[config.mk]
export PLATFORM = sky130hd
export DESIGN_NAME = mse_ram
export DESIGN_NICKNAME = d
export VERILOG_FILES = /design/src/mse_ram.sv
export SDC_FILE = /design/constraint.sdc
export NUM_CORES = 2
export LEC_CHECK = 0
export BUFFER_PORTS_ARGS = -buffer_cell sky130_fd_sc_hd__buf_2
export CAP_MARGIN = 10
export CORE_MARGIN = 5
export CORE_UTILIZATION = 48
export CTS_CLUSTER_DIAMETER = 50
export DETAILED_ROUTE_END_ITERATION = 7
export PLACE_DENSITY = 0.62
export SLEW_MARGIN = 15
export SYNTH_ARGS = -nofsm -noshare
export SYNTH_HDL_FRONTEND = slang
export SYNTH_SLANG_ARGS = --single-unit
[constraint.sdc]
create_clock -name clk_i -period 4.75 [get_ports clk_i]
set_input_delay 0.7125 -clock clk_i [delete_from_list [all_inputs] [get_ports clk_i]]
set_output_delay 0.7125 -clock clk_i [all_outputs]
set_load 0.01 [all_outputs]
[src/mse_ram.sv]
// ----------------------------------------------------------------------------
// mse_ram
// Generic RAM, one write port and two registered read ports.
// ----------------------------------------------------------------------------
`default_nettype none

module mse_ram #(
  parameter int Depth = 64,
  parameter int Width = 32,
  localparam int Aw   = $clog2(Depth)
) (
  input  wire logic             clk_i,
  input  wire logic             we_i,
  input  wire logic [Aw-1:0]    waddr_i,
  input  wire logic [Width-1:0] wdata_i,
  input  wire logic [Aw-1:0]    raddr_a_i,
  input  wire logic [Aw-1:0]    raddr_b_i,
  output logic      [Width-1:0] rdata_a_o,
  output logic      [Width-1:0] rdata_b_o
);

  logic [Width-1:0] mem_q [Depth];

  always_ff @(posedge clk_i) begin
    if (we_i) begin
      mem_q[waddr_i] <= wdata_i;
    end
  end

  always_ff @(posedge clk_i) begin
    rdata_a_o <= mem_q[raddr_a_i];
    rdata_b_o <= mem_q[raddr_b_i];
  end

endmodule

`default_nettype wire

==> impl_metrics.ini <==
[status]
status = finished clean

[drt]
top_layer = met5
drt_drc_violations_left = 0
wire_per_inst_um = 40.02
met2WireLength_um = 139700
finalWirelength_um = 299600
vias = 52440
ant_nets = 0
drt_iter0_markers = 6927
wl_met3_um = 31920
wl_met1_um = 116600
vias_per_cell = 7.006
dr.pass1.iters = 6

[floorplan]
dieArea_mm2 = 0.2083
die_height_um = 456.4
core-area_mm2 = 0.1978
die_w_um = 456.4
initial_core_util = 0.4836
ioPinCount = 116
num_rows = 163

[timing]
drv_slew = 0
slew_headroom = 0.2020
final.setup.tns_ns = 0
skew_ns = 0.03659
post-route-min-period_ns = 3.161
tightest_slew_ns = 1.194
final-setup-viol-count = 0
max_freq_mhz = 316.4
hold_viol = 0
timing.final.crit_share = 0.6655
rsz0062_at_grt = false

[finish]
nets = 4690
final_layout_size_suffix_gt1_frac = 0.3953
post-route-util = 0.5470
area_growth_pct = 13.12

[synth]
synth.ff_latch_count = 2112
postSynthCellCount = 4412
synth_edf_count = 2048
yosysTopAreaCell = edfxtp_1
ys_top_cells_by_area = edfxtp_1, mux4_2, mux2i_1, dfxtp_1, a22oi_1
synth_most_common_cell = edfxtp_1
ys_types = 38
ys_seq_area_frac = 0.6563
netlist.area_leader.share = 0.6429
syn_avg_cell_area_um2 = 21.68
yosys_most_used_dff = edfxtp_1
synthArstFlopShare = 0
syn-cell-area_mm2 = 0.09566
synth_nets = 4464
yosys-top-cells-count = edfxtp_1, mux4_2, mux2i_1
yosys_warnings = 0

[grt]
antenna_found_initial = 27
grt_pass1_vias = 52260
grt-ovfl-total = 0
grt_max_degree = 69
grt_pass1_wl_um = 416400
grt_usage = 0.2854

[cts]
cts-hold-fix-buffers = 0
cts_buffers = 221
cts_setup_buffers = 0
cts.sinks = 2112
cts_tree = done
clock_path_buffers = 3
cts_max_level = 4
root_buffer = clkbuf_16
clock_latency_ns = 0.87
path_clk_slew_ns = 0.06
ctsResizeCount = 0

[pwr]
ir_worst_vdd_v = 0.0003684
p_comb_frac = 0.082
p_clk_frac = 0.418
cellLeakagePower_nw = 34.00
power_density_mw_per_mm2 = 384.2
internal_power_mw = 32.03
p_sw_frac = 0.2297
p_seq_frac = 0.500
p_switching_mw = 9.549

[job]
cap_violations = 0

[worst_setup_path]
critPathCaptureType = register
crit_chain = buf_8 > buf_12 > buf_4 > mux4_2 > mux4_2 > o22ai_1 > a21oi_1
critical_path_class = in2reg
critPathMaxFanout = 46
cp_common_cell = mux4_2
worst_setup_path_start_kind = primary input
cpPeakStageDelay_ns = 0.70
worstPathRequired_ns = 5.43
cp.arrival_ns = 3.84
cp_slowest_cell = o22ai_1

[placed_design]
gp_congestion = 0.8326
io_buffers = 115
dpl.hpwl_um = 172800

[hold_path]
hp-class = in2reg
-- power groups by stage --
stage | registers [mW] | clock network [mW] | logic, mW
floorplan | 21.1 | 0 | 1.98
global placement | 21.2 | 0 | 3.36
detailed placement | 21.2 | 0 | 3.38
CTS | 20.8 | 17.6 | 3.38
global route | 20.8 | 18.4 | 3.57
finish | 20.8 | 17.4 | 3.41
-- flip-flops by register name (all words and copies together), names as in the netlist --
name,count
mem_q,2048
rdata_b_o,32
rdata_a_o,32
-- cell families after synthesis --
| logic type | Yosys count | share of synthesized area |
|---|---|---|
| mux | 1364 | 0.2902 |
| flops | 2112 | 0.6563 |
| buf+inv | 348 | 0.01826 |
| simple gates | 248 | 0.01133 |
| compound gates | 340 | 0.02392 |
-- through the flow --
stage          total power, mW  std cells  hold slack (ns)  cell area, um^2  setup WS (ns)
6_report                 41.58       7485           0.3410           108200          1.589
5_1_grt                  42.75       7481           0.3288           108200          1.425
4_1_cts                  41.74       7471           0.3155           108100          1.727
3_5_place_dp             24.57       7049           0.8931           100800         0.8073
3_3_place_gp             24.55       7049           0.8746           100800         0.7282
2_1_floorplan            23.10       4412           0.7805            95660         0.8467
-- worst paths after layout --
| check | start | endpoint | slack (ns) | depth (start not counted) |
|---|---|---|---|---|
| setup / recovery | raddr_b_i[0] | rdata_b_o[4] | 1.59 | 7 |
| hold / removal | wdata_i[13] | mem_q[5][13] | 0.34 | 1 |
| setup reg to reg | mem_q[23][20] | rdata_b_o[20] | 2.33 | 4 |
| hold reg to reg | mem_q[36][11] | rdata_a_o[11] | 0.90 | 4 |
-- routing by layer --
layer | vias to the layer above | GRT usage
met5 | - | 0
met4 | 16 | 0.09396
met3 | 577 | 0.07011
met2 | 3114 | 0.4387
met1 | 28720 | 0.4069
li1 | 20010 | -
-- cell usage in the layout (no fill, tap or decap), types with 22 or more instances in the layout --
cell | synthesis | final
buf_2 | 121 | 99
o211ai_1 | 27 | 27
dfxtp_1 | 64 | 64
nor2_4 | 0 | 63
clkbuf_1 | 135 | 46
a22oi_1 | 85 | 85
clkinv_1 | 0 | 54
mux4_2 | 1124 | 1124
mux2i_1 | 204 | 204
bufinv_16 | 0 | 22
nand2_1 | 93 | 91
clkbuf_16 | 0 | 223
buf_12 | 0 | 61
nor2_1 | 94 | 31
edfxtp_1 | 2048 | 2048
o21ai_1 | 31 | 31
o22ai_1 | 56 | 56
clkinv_2 | 0 | 34
buf_4 | 55 | 180
a21oi_1 | 58 | 58
mux2_2 | 36 | 36
-- critical path, delay by kind of cell --
kind	cells	cell delay (ns)
muxes	2	1.04
buffers and inverters	3	1.11
AOI/OAI and AO/OA	2	0.86
-- cell type report --
cell class                 count  area (um^2)
antenna                        8        20.02
clock inverter               143         1369
timing repair buffer         350         3196
multi-input combinational   1952        31650
clock buffer                 279         5891
tap                         2640         3303
sequential                  2112        62780
fill                       14780        89610
inverter                       1        3.754
(Power assumes the default switching activity.)
