===== config.mk =====
export PLATFORM = sky130hd
export DESIGN_NAME = mse_ctrl
export DESIGN_NICKNAME = d
export VERILOG_FILES = /design/src/mse_pkg.sv /design/src/mse_ctrl.sv
export SDC_FILE = /design/constraint.sdc
export NUM_CORES = 1
export LEC_CHECK = 0
export ABC_CLOCK_PERIOD_IN_PS = 17500
export BUFFER_PORTS_ARGS = -buffer_cell sky130_fd_sc_hd__buf_2
export CORE_AREA = 3 3 154 156
export CTS_CLUSTER_DIAMETER = 30
export DETAILED_ROUTE_END_ITERATION = 16
export DIE_AREA = 0 0 157 159
export HOLD_SLACK_MARGIN = 0.08
export PLACE_DENSITY = 0.63
export SYNTH_ARGS = -nofsm -noshare
export SYNTH_HDL_FRONTEND = slang
export SYNTH_SLANG_ARGS = --single-unit
export TNS_END_PERCENT = 50

===== constraint.sdc =====
create_clock -name clk_i -period 17.5 [get_ports clk_i]
set_input_delay 3.5 -clock clk_i [delete_from_list [all_inputs] [get_ports clk_i]]
set_output_delay 3.5 -clock clk_i [all_outputs]
set_load 0.1 [all_outputs]

===== src/mse_pkg.sv =====
// ----------------------------------------------------------------------------
// mse_pkg
// Types and constants of the merge sort engine.
// ----------------------------------------------------------------------------
`default_nettype none

package mse_pkg;

  localparam int MAX_ITEMS = 64;
  localparam int DATA_W    = 32;
  localparam int AW        = $clog2(MAX_ITEMS);
  localparam int CNT_W     = $clog2(MAX_ITEMS + 1);
  localparam int SUM_W     = CNT_W + 1;

  typedef struct packed {
    logic signed [DATA_W-1:0] value;
    logic                     is_last;
  } in_t;

  typedef struct packed {
    logic signed [DATA_W-1:0] sorted_value;
    logic                     end_of_set;
    logic                     overflow;
  } out_t;

  // Memory request from the sequencer: one write, two reads on both banks.
  typedef struct packed {
    logic [1:0]        we;
    logic [AW-1:0]     waddr;
    logic [DATA_W-1:0] wdata;
    logic [AW-1:0]     raddr_a;
    logic [AW-1:0]     raddr_b;
    logic              rd_bank;
  } mem_req_t;

  // Output register control.
  typedef struct packed {
    logic load;
    logic last;
    logic ovf;
  } out_ev_t;

endpackage

`default_nettype wire


===== src/mse_ctrl.sv =====
// ----------------------------------------------------------------------------
// mse_ctrl
// Sequencer: load, bottom-up merge passes between two banks, read-out.
// ----------------------------------------------------------------------------
`default_nettype none

module mse_ctrl
  import mse_pkg::*;
(
  input  wire logic              clk_i,
  input  wire logic              rst_ni,
  input  wire logic              in_valid_i,
  output logic                   in_ready_o,
  input  wire in_t               in_i,
  input  wire logic [DATA_W-1:0] rd_a_i,
  input  wire logic [DATA_W-1:0] rd_b_i,
  input  wire logic              out_fire_i,
  output mem_req_t               mem_o,
  output out_ev_t                oev_o
);

  localparam logic [2:0] ST_LOAD  = 3'd0;
  localparam logic [2:0] ST_PRIME = 3'd1;
  localparam logic [2:0] ST_MERGE = 3'd2;
  localparam logic [2:0] ST_ORD   = 3'd3;
  localparam logic [2:0] ST_OCAP  = 3'd4;
  localparam logic [2:0] ST_OWAIT = 3'd5;

  logic [2:0]       state_q, state_d;
  logic [CNT_W-1:0] cnt_q, cnt_d, n_q, n_d, w_q, w_d, lo_q, lo_d;
  logic [CNT_W-1:0] i_q, i_d, j_q, j_d, k_q, k_d, mid_q, mid_d, hi_q, hi_d;
  logic [CNT_W-1:0] r_q, r_d;
  logic             drop_q, drop_d, src_q, src_d, res_q, res_d;

  logic             run_set;
  logic [CNT_W-1:0] run_lo, run_w, n_new, k_inc, r_inc;
  logic [SUM_W-1:0] mid_sum, hi_sum, lo_nx, w_nx;
  logic             take_left, room;

  assign room  = cnt_q < CNT_W'(MAX_ITEMS);
  assign k_inc = k_q + CNT_W'(1);
  assign r_inc = r_q + CNT_W'(1);
  assign lo_nx = SUM_W'(lo_q) + (SUM_W'(w_q) << 1);
  assign w_nx  = SUM_W'(w_q) << 1;
  assign n_new = room ? cnt_q + CNT_W'(1) : cnt_q;

  // Left run wins ties, which keeps the sort stable.
  assign take_left = (i_q < mid_q) &&
                     ((j_q >= hi_q) || ($signed(rd_a_i) <= $signed(rd_b_i)));

  assign mid_sum = SUM_W'(run_lo) + SUM_W'(run_w);
  assign hi_sum  = SUM_W'(run_lo) + (SUM_W'(run_w) << 1);

  always_comb begin
    state_d    = state_q;
    cnt_d      = cnt_q;
    n_d        = n_q;
    w_d        = w_q;
    lo_d       = lo_q;
    i_d        = i_q;
    j_d        = j_q;
    k_d        = k_q;
    mid_d      = mid_q;
    hi_d       = hi_q;
    r_d        = r_q;
    drop_d     = drop_q;
    src_d      = src_q;
    res_d      = res_q;
    run_set    = 1'b0;
    run_lo     = lo_q;
    run_w      = w_q;
    in_ready_o = 1'b0;
    mem_o      = '0;
    oev_o      = '0;

    unique case (state_q)
      ST_LOAD: begin
        in_ready_o = 1'b1;
        if (in_valid_i) begin
          if (room) begin
            mem_o.we[0] = 1'b1;
            mem_o.waddr = cnt_q[AW-1:0];
            mem_o.wdata = in_i.value;
            cnt_d       = cnt_q + CNT_W'(1);
          end else begin
            drop_d = 1'b1;
          end
          if (in_i.is_last) begin
            n_d = n_new;
            r_d = '0;
            if (n_new <= CNT_W'(1)) begin
              res_d   = 1'b0;
              state_d = ST_ORD;
            end else begin
              w_d     = CNT_W'(1);
              src_d   = 1'b0;
              run_lo  = '0;
              run_w   = CNT_W'(1);
              run_set = 1'b1;
              state_d = ST_PRIME;
            end
          end
        end
      end
      ST_PRIME: begin
        state_d = ST_MERGE;
      end
      ST_MERGE: begin
        mem_o.we[~src_q] = 1'b1;
        mem_o.waddr      = k_q[AW-1:0];
        mem_o.wdata      = take_left ? rd_a_i : rd_b_i;
        k_d              = k_inc;
        if (take_left) begin
          i_d = i_q + CNT_W'(1);
        end else begin
          j_d = j_q + CNT_W'(1);
        end
        if (k_inc == hi_q) begin
          if (lo_nx >= SUM_W'(n_q)) begin
            // Pass done: flip banks, or finish once one run covers the set.
            if (w_nx >= SUM_W'(n_q)) begin
              res_d   = ~src_q;
              state_d = ST_ORD;
            end else begin
              src_d   = ~src_q;
              w_d     = w_nx[CNT_W-1:0];
              run_lo  = '0;
              run_w   = w_nx[CNT_W-1:0];
              run_set = 1'b1;
              state_d = ST_PRIME;
            end
          end else begin
            run_lo  = lo_nx[CNT_W-1:0];
            run_set = 1'b1;
            state_d = ST_PRIME;
          end
        end
      end
      ST_ORD: begin
        state_d = ST_OCAP;
      end
      ST_OCAP: begin
        oev_o.load = 1'b1;
        oev_o.last = (r_inc == n_q);
        oev_o.ovf  = drop_q;
        state_d    = ST_OWAIT;
      end
      ST_OWAIT: begin
        if (out_fire_i) begin
          if (r_inc == n_q) begin
            cnt_d   = '0;
            drop_d  = 1'b0;
            state_d = ST_LOAD;
          end else begin
            r_d     = r_inc;
            state_d = ST_ORD;
          end
        end
      end
      default: begin
        state_d = ST_LOAD;
      end
    endcase

    // Set up the bounds of the next pair of runs.
    if (run_set) begin
      lo_d  = run_lo;
      i_d   = run_lo;
      k_d   = run_lo;
      mid_d = (mid_sum > SUM_W'(n_d)) ? n_d : mid_sum[CNT_W-1:0];
      hi_d  = (hi_sum > SUM_W'(n_d)) ? n_d : hi_sum[CNT_W-1:0];
      j_d   = mid_d;
    end

    // Reads: the merge heads of the next cycle, or the read-out pointer.
    if (state_q == ST_ORD || state_q == ST_OCAP || state_q == ST_OWAIT) begin
      mem_o.rd_bank = res_q;
      mem_o.raddr_a = r_q[AW-1:0];
    end else begin
      mem_o.rd_bank = src_q;
      mem_o.raddr_a = i_d[AW-1:0];
      mem_o.raddr_b = j_d[AW-1:0];
    end
  end

  always_ff @(posedge clk_i or negedge rst_ni) begin
    if (!rst_ni) begin
      state_q <= ST_LOAD;
      cnt_q   <= '0;
      n_q     <= '0;
      w_q     <= '0;
      lo_q    <= '0;
      i_q     <= '0;
      j_q     <= '0;
      k_q     <= '0;
      mid_q   <= '0;
      hi_q    <= '0;
      r_q     <= '0;
      drop_q  <= 1'b0;
      src_q   <= 1'b0;
      res_q   <= 1'b0;
    end else begin
      state_q <= state_d;
      cnt_q   <= cnt_d;
      n_q     <= n_d;
      w_q     <= w_d;
      lo_q    <= lo_d;
      i_q     <= i_d;
      j_q     <= j_d;
      k_q     <= k_d;
      mid_q   <= mid_d;
      hi_q    <= hi_d;
      r_q     <= r_d;
      drop_q  <= drop_d;
      src_q   <= src_d;
      res_q   <= res_d;
    end
  end

endmodule

`default_nettype wire


==> flow_metrics.py, run 1 <==
metrics = {
    "synthesis": {
        "synth_edf_count": 0,
        "synth_top_area_share_pct": 24.42,
        "syn_nets": 1158,
        "ys_seq_elements": 76,
        "ys_warn_count": 0,
        "syn_area_mm2": 0.007787,
        "synth-seq-area-share_pct": 24.42,
        "syn_area_per_cell_um2": 8.120,
        "synth_cell_types": 79,
        "netlist_instances": 959,
        "async_flop_share_pct": 100.0,
        "synth_area_leaders": "dfrtp_1 24%, ha_1 15%, nand2_1 5.7%, mux2i_1 5.5%, o21ai_0 5.2%",
        "synth_top_area_cell": "dfrtp_1",
        "synth-main-ff-cell": "dfrtp_1",
    },
    "routing": {
        "wl_per_cell_um": 18.08,
        "initialDrtViolationCount": 433,
        "post_drt_via_cell_ratio": 5.457,
        "routed_wl_mm": 24.99,
        "antenna_left": 0,
        "drc_errors": 0,
        "dr.pass1.iters": 6,
        "vias": 7541,
    },
    "sta": {
        "post-route-period-util_pct": 74.01,
        "rsz0062_at_grt": "no",
        "skew_ns": 0.008825,
        "drv_slew": 0,
        "slew-limit-headroom_pct": 15.54,
        "fmax_mhz": 77.21,
        "finalSetupViolCount": 0,
        "finalHoldViolations": 0,
        "fin_crit_ns": 12.95,
        "tns_ns": 0,
        "worst_pin_slew_ns": 1.232,
    },
    "clocking": {
        "cts_buffers": 9,
        "cts_resized": 0,
        "cts_max_level": 3,
        "clkTransAtPathRegs_ns": 0.06,
        "clk-insertion-delay-late_ns": 0.34,
        "cts_root_buffer": "clkbuf_16",
        "clock_sinks": 76,
        "cts_buffer_depth": 2,
        "holdBufCountCts": 0,
        "cts_tree": "built",
        "cts_setup_buffers": 0,
    },
    "worst_setup_path": {
        "critPathMaxStageDelay_ns": 0.57,
        "critPathSlowestCell": "nand3_1",
        "crit_required_ns": 14.00,
        "crit_arrival_ns": 9.45,
        "path_class": "in -> out",
        "crit_chain": "buf_2 -> nand3_1 -> nor2_1 -> a31oi_2 -> a22oi_1 -> inv_1 -> ha_1 -> a21oi_1 -> a211oi_1 -> a211o_1 -> nor2_1 -> xnor2_1 -> ha_1 -> and4_1 -> nand4_1 -> a21o_1 -> a31oi_1 -> o21ai_0 -> a41o_1 -> mux2i_1 -> a211oi_1 -> buf_2",
        "path_max_fanout": 20,
        "reg2reg_depth": 29,
        "startpoint": "in_valid_i",
        "end_kind": "primary output",
        "r2r-start": "w_q[0]",
        "cp-start-kind": "input pin",
    },
    "cells_and_area": {
        "final_common_cell": "buf_2",
        "final_cell_mix": "156 x buf_2, 118 x nand2_1, 95 x ha_1, 84 x inv_1, 81 x o21ai_0",
        "drive_above_1_share_pct": 19.60,
        "nets": 1291,
        "num_antenna_cells": 0,
        "area_growth_syn_to_layout_pct": 17.77,
    },
    "grt": {
        "grt_start_max_net_pins": 77,
        "antenna_found_initial": 0,
        "overflow": 0,
        "grt_util_all_layers_pct": 19.45,
        "grt_pass1_vias": 7352,
        "grt_pass1_wl_mm": 38.76,
    },
    "worst_hold_path": {
        "hold_path.class": "reg -> reg",
        "hold_depth": 1,
        "min_from": "res_q",
    },
    "floorplanning": {
        "core-area_mm2": 0.02250,
        "initial_core_util_pct": 34.61,
        "dieArea_mm2": 0.02496,
        "die_width_um": 157,
        "rows": 55,
        "ios": 158,
        "die_h_um": 159,
    },
    "outcome": {
        "status": "finished, final reports clean",
    },
    "place": {
        "dp_hpwl_mm": 19.91,
        "place.gp.congestion": 0.9001,
        "portBuffers": 157,
    },
    "run": {
        "drv_cap": 0,
    },
}
## critical path, delay by kind of cell
kind	cells	cell delay, ns
compound gates	10	2.82
fa+ha+maj	2	0.65
simple gates	5	1.41
buf+inv	3	0.75
mux	1	0.21
xor+xnor	1	0.08
## area by class of cell
cell class | count | area, µm²
clock buffers | 12 | 256.5
inverters | 86 | 327.8
flip-flops and latches | 76 | 1902
multi-input cells | 752 | 5370
repair buffers | 167 | 863.3
fillers | 2303 | 13330
clock inverters | 4 | 95.09
well taps | 285 | 356.6
## layer usage
| layer | share of wire (%) | vias to the layer above | global-route usage, % |
|---|---|---|---|
| li1 | - | 3737 | - |
| met1 | 42 | 3483 | 23.62 |
| met2 | 47 | 263 | 33.47 |
| met3 | 6.2 | 58 | 3.235 |
| met4 | 4.6 | 0 | 8.675 |
| met5 | 0 | - | 0 |
## cells in the mapped netlist (3+ instances only)
master,n
nand2_1,118
ha_1,95
inv_1,84
o21ai_0,81
dfrtp_1,76
nor2_1,48
mux2i_1,43
a21oi_1,41
xnor2_1,32
clkbuf_1,29
nand3_1,27
a31oi_1,18
nor3_1,18
a21o_1,16
a211oi_1,14
nand2b_1,14
nand4_1,13
a22o_1,12
xor2_1,12
nor2b_1,10
a22oi_1,9
buf_2,9
nor4_1,8
a31o_2,7
and3_1,7
a211o_1,6
nand3b_1,5
o21a_1,5
o31a_1,5
o31ai_1,5
and2_1,4
and4_1,4
mux2_2,4
o2111ai_1,4
o211ai_1,4
a2111oi_0,3
a21boi_0,3
a221oi_1,3
buf_1,3
fa_1,3
o21ai_1,3
o221ai_1,3
o2bb2ai_1,3
or3_1,3
or4_1,3
## logic make-up after synthesis
logic type                 share of synthesized area, %
AOI/OAI and AO/OA                                 23.47
xor gates and xnor gates                          4.949
adders and majority gates                         16.47
buffers and inverters                             6.812
DFF                                               24.42
muxes                                             6.105
and+or+nand+nor                                   17.77
## path summary, 6_finish.rpt
path / to / slack [ns]
min in group asynchronous: mid_q[4] / 3.33
worst max-delay path: mem_o[3] / 4.55
max in group asynchronous: k_q[0] / 13.51
worst min-delay path: res_q / 0.53
worst max register to register: j_q[1] / 10.11
worst min register to register: res_q / 0.53
## stage by stage
stage / util (%) / area [µm²] / hold slack [ns] / cells / worst slack (ns)
finish: 40.76 / 9171 / 0.5291 / 1382 / 4.549
global route: 40.76 / 9171 / 0.5323 / 1382 / 3.968
CTS: 40.76 / 9171 / 0.5276 / 1382 / 4.660
detailed placement: 39.19 / 8820 / 0.5118 / 1366 / 4.711
global placement: 39.19 / 8820 / 0.5036 / 1366 / 4.877
floorplan: - / 7787 / 0.4509 / 959 / 4.229
## state kept, by name, indices dropped and copies added, names as in the netlist, 7 cells and up
signal  flops
mid_q       7
r_q         7
n_q         7
lo_q        7
k_q         7
w_q         7
i_q         7
cnt_q       7
hi_q        7
j_q         7
Power of run 1 is left out: the tool's default activity adds up to more than one toggle a clock period on the data nets, which glitch-free logic cannot reach.
==> inputs of run 2 (changes only) <==
Settings changed: ABC_CLOCK_PERIOD_IN_PS 17500 to 10400, PLACE_DENSITY 0.63 to 0.65.
Clock period 17.5 ns to 10.4 ns, I/O delays scaled along.
==> run 2 against run 1 <==
Clock skew barely moved. Flip-flop and latch count did not move. Core utilization shrank 0.061 points. Sequential share of layout area is essentially flat. Die area is the same. Critical path depth rose by 10. Routed wire length down 1.1%. Clock-buffer cell count decreased by 3. Cell area down 0.15%. Non-clock buffer count is 1 higher. Critical path type is now reg -> out.
==> flow_metrics.py, run 2 (synthesized netlist as in run 1, its figures left out) <==
metrics = {
    "grt": {
        "grtUsageMet2_pct": 34.07,
        "antenna_found_initial": 0,
        "grt_use_met3_pct": 3.071,
        "grt_util_all_layers_pct": 19.26,
        "grt_pass1_vias": 7158,
        "busiest_layer": "met2",
        "use_met1_pct": 23.22,
        "overflow": 0,
        "grt_pass1_wl_mm": 38.27,
        "grt_start_max_net_pins": 77,
    },
    "place": {
        "place.gp.congestion": 0.9469,
        "placed_area_mm2": 0.008837,
        "place_inst": 1367,
        "dp_hpwl_mm": 19.78,
        "portBuffers": 157,
    },
    "worst_setup_path": {
        "cp_num_buf_inv": 4,
        "path_class": "reg -> out",
        "critPathSlowestCell": "a31oi_2",
        "cp-start-kind": "flop",
        "path_max_fanout": 8,
        "crit_required_ns": 8.32,
        "end_kind": "primary output",
        "cpMostUsedCell": "ha_1",
        "ff2ff_setup_slack_ns": 3.31,
        "startpoint": "w_q[0]",
        "crit_arrival_ns": 7.76,
        "critical_path.top_delay_family": "compound AO/OA/AOI/OAI gates",
        "r2r-start": "w_q[0]",
        "critPathMaxStageDelay_ns": 0.46,
    },
    "sta": {
        "hold_ws_ns": 0.5152,
        "skew_ns": 0.009090,
        "finalSetupViolCount": 0,
        "fin_crit_ns": 9.845,
        "worst_pin_slew_ns": 1.123,
        "drv_slew": 0,
        "fmax_mhz": 101.6,
        "post-route-period-util_pct": 94.66,
        "rsz0062_at_grt": "no",
        "slew-limit-headroom_pct": 22.97,
        "finalHoldViolations": 0,
    },
    "routing": {
        "wl_per_cell_um": 17.88,
        "vias": 7590,
        "initialDrtViolationCount": 427,
        "post_drt_via_cell_ratio": 5.492,
        "antenna_left": 0,
        "drc_errors": 0,
        "routed_wl_mm": 24.72,
        "dr.pass1.iters": 5,
    },
    "worst_hold_path": {
        "hold_path.class": "reg -> reg",
        "min_from": "lo_q[4]",
    },
    "cells_and_area": {
        "drive_above_1_share_pct": 19.87,
        "nets": 1292,
        "final_common_cell": "buf_2",
        "final_cell_mix": "154 x buf_2, 118 x nand2_1, 95 x ha_1, 84 x inv_1, 81 x o21ai_0",
        "num_antenna_cells": 0,
        "final_util_pct": 40.70,
        "area_growth_syn_to_layout_pct": 17.59,
        "finalNonFillerCells": 1382,
        "fin_area_mm2": 0.009158,
    },
    "floorplanning": {
        "ios": 158,
        "core-area_mm2": 0.02250,
        "initial_core_util_pct": 34.61,
        "die_width_um": 157,
        "rows": 55,
        "dieArea_mm2": 0.02496,
        "die_h_um": 159,
    },
    "clocking": {
        "cts_buffers": 9,
        "cts_root_buffer": "clkbuf_16",
        "cts_buffer_depth": 2,
        "clk-insertion-delay-late_ns": 0.35,
        "clkTransAtPathRegs_ns": 0.06,
        "cts_tree": "built",
        "clock_sinks": 76,
        "cts_max_level": 3,
    },
    "outcome": {
        "status": "finished, final reports clean",
    },
    "run": {
        "drv_cap": 0,
    },
}
-- run 2: cell count changes in the layout (fill, tap and decap cells not counted), sizes merged --
cell,previous run,this run
bufinv,3,2
clkinvlp,0,4
clkinv,2,1
buf,167,166
clkbuf,12,11
-- run 2: final cells by class --
cell class	count	area [µm²]
sequential	76	1902
clock buffer	9	225.2
timing repair buffer	168	875.8
clock inverter	6	90.09
inverter	86	327.8
fill	2260	13350
tap	285	356.6
multi-input combinational	752	5380
-- run 2: repair_timing --
item	CTS	global route
setup buffers	0	0
hold endpoints to repair	0	0
resized for setup	0	2
hold buffers	0	0
endpoints found under the setup margin	0	2
-- run 2: final timing paths --
path / endpoint / cells past startpoint
max: mem_o[3] / 32
min: lo_q[4] / 2
max reg2reg: mid_q[3] / 31
min reg2reg: lo_q[4] / 2
max in group asynchronous: res_q / 1
min in group asynchronous: w_q[3] / 1
-- run 2: stage by stage --
step	setup slack [ns]	TNS, ns
global placement	0.8718	0
floorplan	-0.08467	-0.1645
detailed placement	0.7014	0
CTS	0.5392	0
finish	0.5553	0
global route	0.02535	0
-- run 2: worst min-delay path: stages, from the launching register on --
cell and delay, ns:
dfrtp_1 0.35, nand2_1 0.07, nand2_1 0.06
-- run 2: routing by layer --
layer	part of all wire [%]	wire length (µm)	vias up
met1	41	10150	3545
met4	3.7	910	0
met3	5.7	1417	41
met2	49	12230	260
met5	0	0	-
li1	-	-	3744
Power of run 2 is left out for the same reason.
==> inputs of run 3 (changes only) <==
Settings changed: PLACE_DENSITY 0.65 to 0.68.
==> run 3 against run 2 <==
Largest cell class unchanged. First-iteration DRC count is 8.9% higher. Cell area up 0.12%. Global-route usage shrank 0.24 points. Register-to-register slack hardly changed.
==> flow_metrics.py, run 3 (synthesized netlist as in run 1, its figures left out) <==
metrics = {
    "outcome": {
        "status": "finished, final reports clean",
    },
    "routing": {
        "vias": 7668,
        "dr.pass1.iters": 5,
        "initialDrtViolationCount": 465,
        "antenna_left": 0,
        "drc_errors": 0,
        "routed_wl_mm": 24.68,
        "post_drt_via_cell_ratio": 5.544,
        "wl_per_cell_um": 17.84,
    },
    "worst_setup_path": {
        "end_kind": "primary output",
        "critPathMaxStageDelay_ns": 0.48,
        "cp_num_buf_inv": 3,
        "cp.depth": 28,
        "critical_path.top_delay_family": "compound AO/OA/AOI/OAI gates",
        "path_max_fanout": 8,
        "r2r-start": "w_q[0]",
        "cpMostUsedCell": "ha_1",
        "critPathSlowestCell": "buf_2",
        "path_class": "reg -> out",
        "crit_required_ns": 8.32,
        "r2r-end": "mid_q[3]",
        "reg2reg_depth": 27,
        "crit_arrival_ns": 7.83,
        "crit_end": "mem_o[1]",
        "cp-start-kind": "flop",
        "startpoint": "w_q[0]",
        "ff2ff_setup_slack_ns": 3.30,
    },
    "clocking": {
        "clk-insertion-delay-late_ns": 0.35,
        "cts_root_buffer": "clkbuf_16",
        "cts_max_level": 3,
        "cts_buffers": 9,
        "holdBufCountCts": 0,
        "cts_buffer_depth": 2,
        "clkTransAtPathRegs_ns": 0.06,
        "cts_setup_buffers": 0,
        "cts_tree": "built",
        "clock_sinks": 76,
    },
    "cells_and_area": {
        "nets": 1292,
        "fill_cells": 2228,
        "final_common_cell": "buf_2",
        "finalNonFillerCells": 1383,
        "drive_above_1_share_pct": 19.95,
        "num_antenna_cells": 0,
        "area_growth_syn_to_layout_pct": 17.74,
        "final_cell_mix": "156 x buf_2, 118 x nand2_1, 95 x ha_1, 84 x inv_1, 81 x o21ai_0",
    },
    "grt": {
        "grt_pass1_vias": 7088,
        "overflow": 0,
        "grtUsageMet2_pct": 32.03,
        "grt_use_met3_pct": 3.506,
        "use_met1_pct": 22.86,
        "grt_start_max_net_pins": 77,
        "busiest_layer": "met2",
        "antenna_found_initial": 0,
        "grt_pass1_wl_mm": 37.90,
        "grt_util_all_layers_pct": 19.02,
    },
    "sta": {
        "rsz0062_at_grt": "no",
        "fmax_mhz": 100.9,
        "fin_crit_ns": 9.907,
        "slew-limit-headroom_pct": 23.28,
        "finalSetupViolCount": 0,
        "finalHoldViolations": 0,
        "worst_pin_slew_ns": 1.119,
        "post-route-period-util_pct": 95.26,
        "drv_slew": 0,
        "skew_ns": 0.007683,
    },
    "worst_hold_path": {
        "hold_path.class": "reg -> reg",
    },
    "floorplanning": {
        "ios": 158,
        "rows": 55,
        "die_h_um": 159,
        "die_width_um": 157,
        "initial_core_util_pct": 34.61,
        "dieArea_mm2": 0.02496,
        "core-area_mm2": 0.02250,
    },
    "place": {
        "place.gp.congestion": 0.9227,
        "place_inst": 1367,
        "portBuffers": 157,
        "dp_hpwl_mm": 19.64,
    },
    "run": {
        "drv_cap": 0,
    },
}
-- run 3: cell types whose count changed in the layout (fill, tap and decap cells not counted) --
cell,delta
a31oi_2,-1
clkinvlp_4,-3
clkinv_2,+2
a31oi_4,+1
inv_6,+1
inv_8,+1
buf_2,+2
clkbuf_4,-2
-- run 3: final cells by class --
cell class | count | area, µm² | share of cell area, %
timing repair buffer | 168 | 870.8 | 9.498
sequential | 76 | 1902 | 20.74
clock buffer | 9 | 225.2 | 2.456
clock inverter | 7 | 97.59 | 1.064
tap | 285 | 356.6 | 3.889
multi-input combinational | 752 | 5389 | 58.77
inverter | 86 | 327.8 | 3.575
-- run 3: routing by layer --
metal / vias to the layer above / wire length (µm)
met5: - / 0
met4: 0 / 1362
met3: 59 / 1706
met2: 302 / 11660
met1: 3559 / 9948
li1: 3748 / -
-- run 3: worst min path at each step --
stage	depth (start not counted)	end	from
floorplan	2	mid_q[0]	mid_q[0]
global placement	2	lo_q[1]	lo_q[1]
detailed placement	2	lo_q[4]	lo_q[4]
CTS	2	lo_q[4]	lo_q[4]
global route	2	lo_q[4]	lo_q[4]
finish	2	lo_q[4]	lo_q[4]
-- run 3: tightest hold or removal path, delay by kind of cell (launching register included) --
kind	cells	cell delay (ns)
flip-flops	1	0.35
AND/OR/NAND/NOR	2	0.13
-- run 3: through the flow --
step	instance area [µm²]	utilization (%)	setup TNS (ns)	hold slack, ns	setup slack, ns
floorplan	7797	-	-0.1645	0.4509	-0.08467
global placement	8837	39.27	0	0.4811	0.8980
detailed placement	8837	39.27	0	0.4925	0.7500
CTS	9160	40.71	0	0.5067	0.4647
global route	9169	40.75	0	0.5316	0.03013
finish	9169	40.75	0	0.5075	0.4934
-- run 3: what timing repair did --
item,4_1_cts,5_1_grt
setup endpoints to repair,0,4
endpoints found under the hold margin,0,0
gates resized for setup,0,1
Power of run 3 is left out for the same reason.
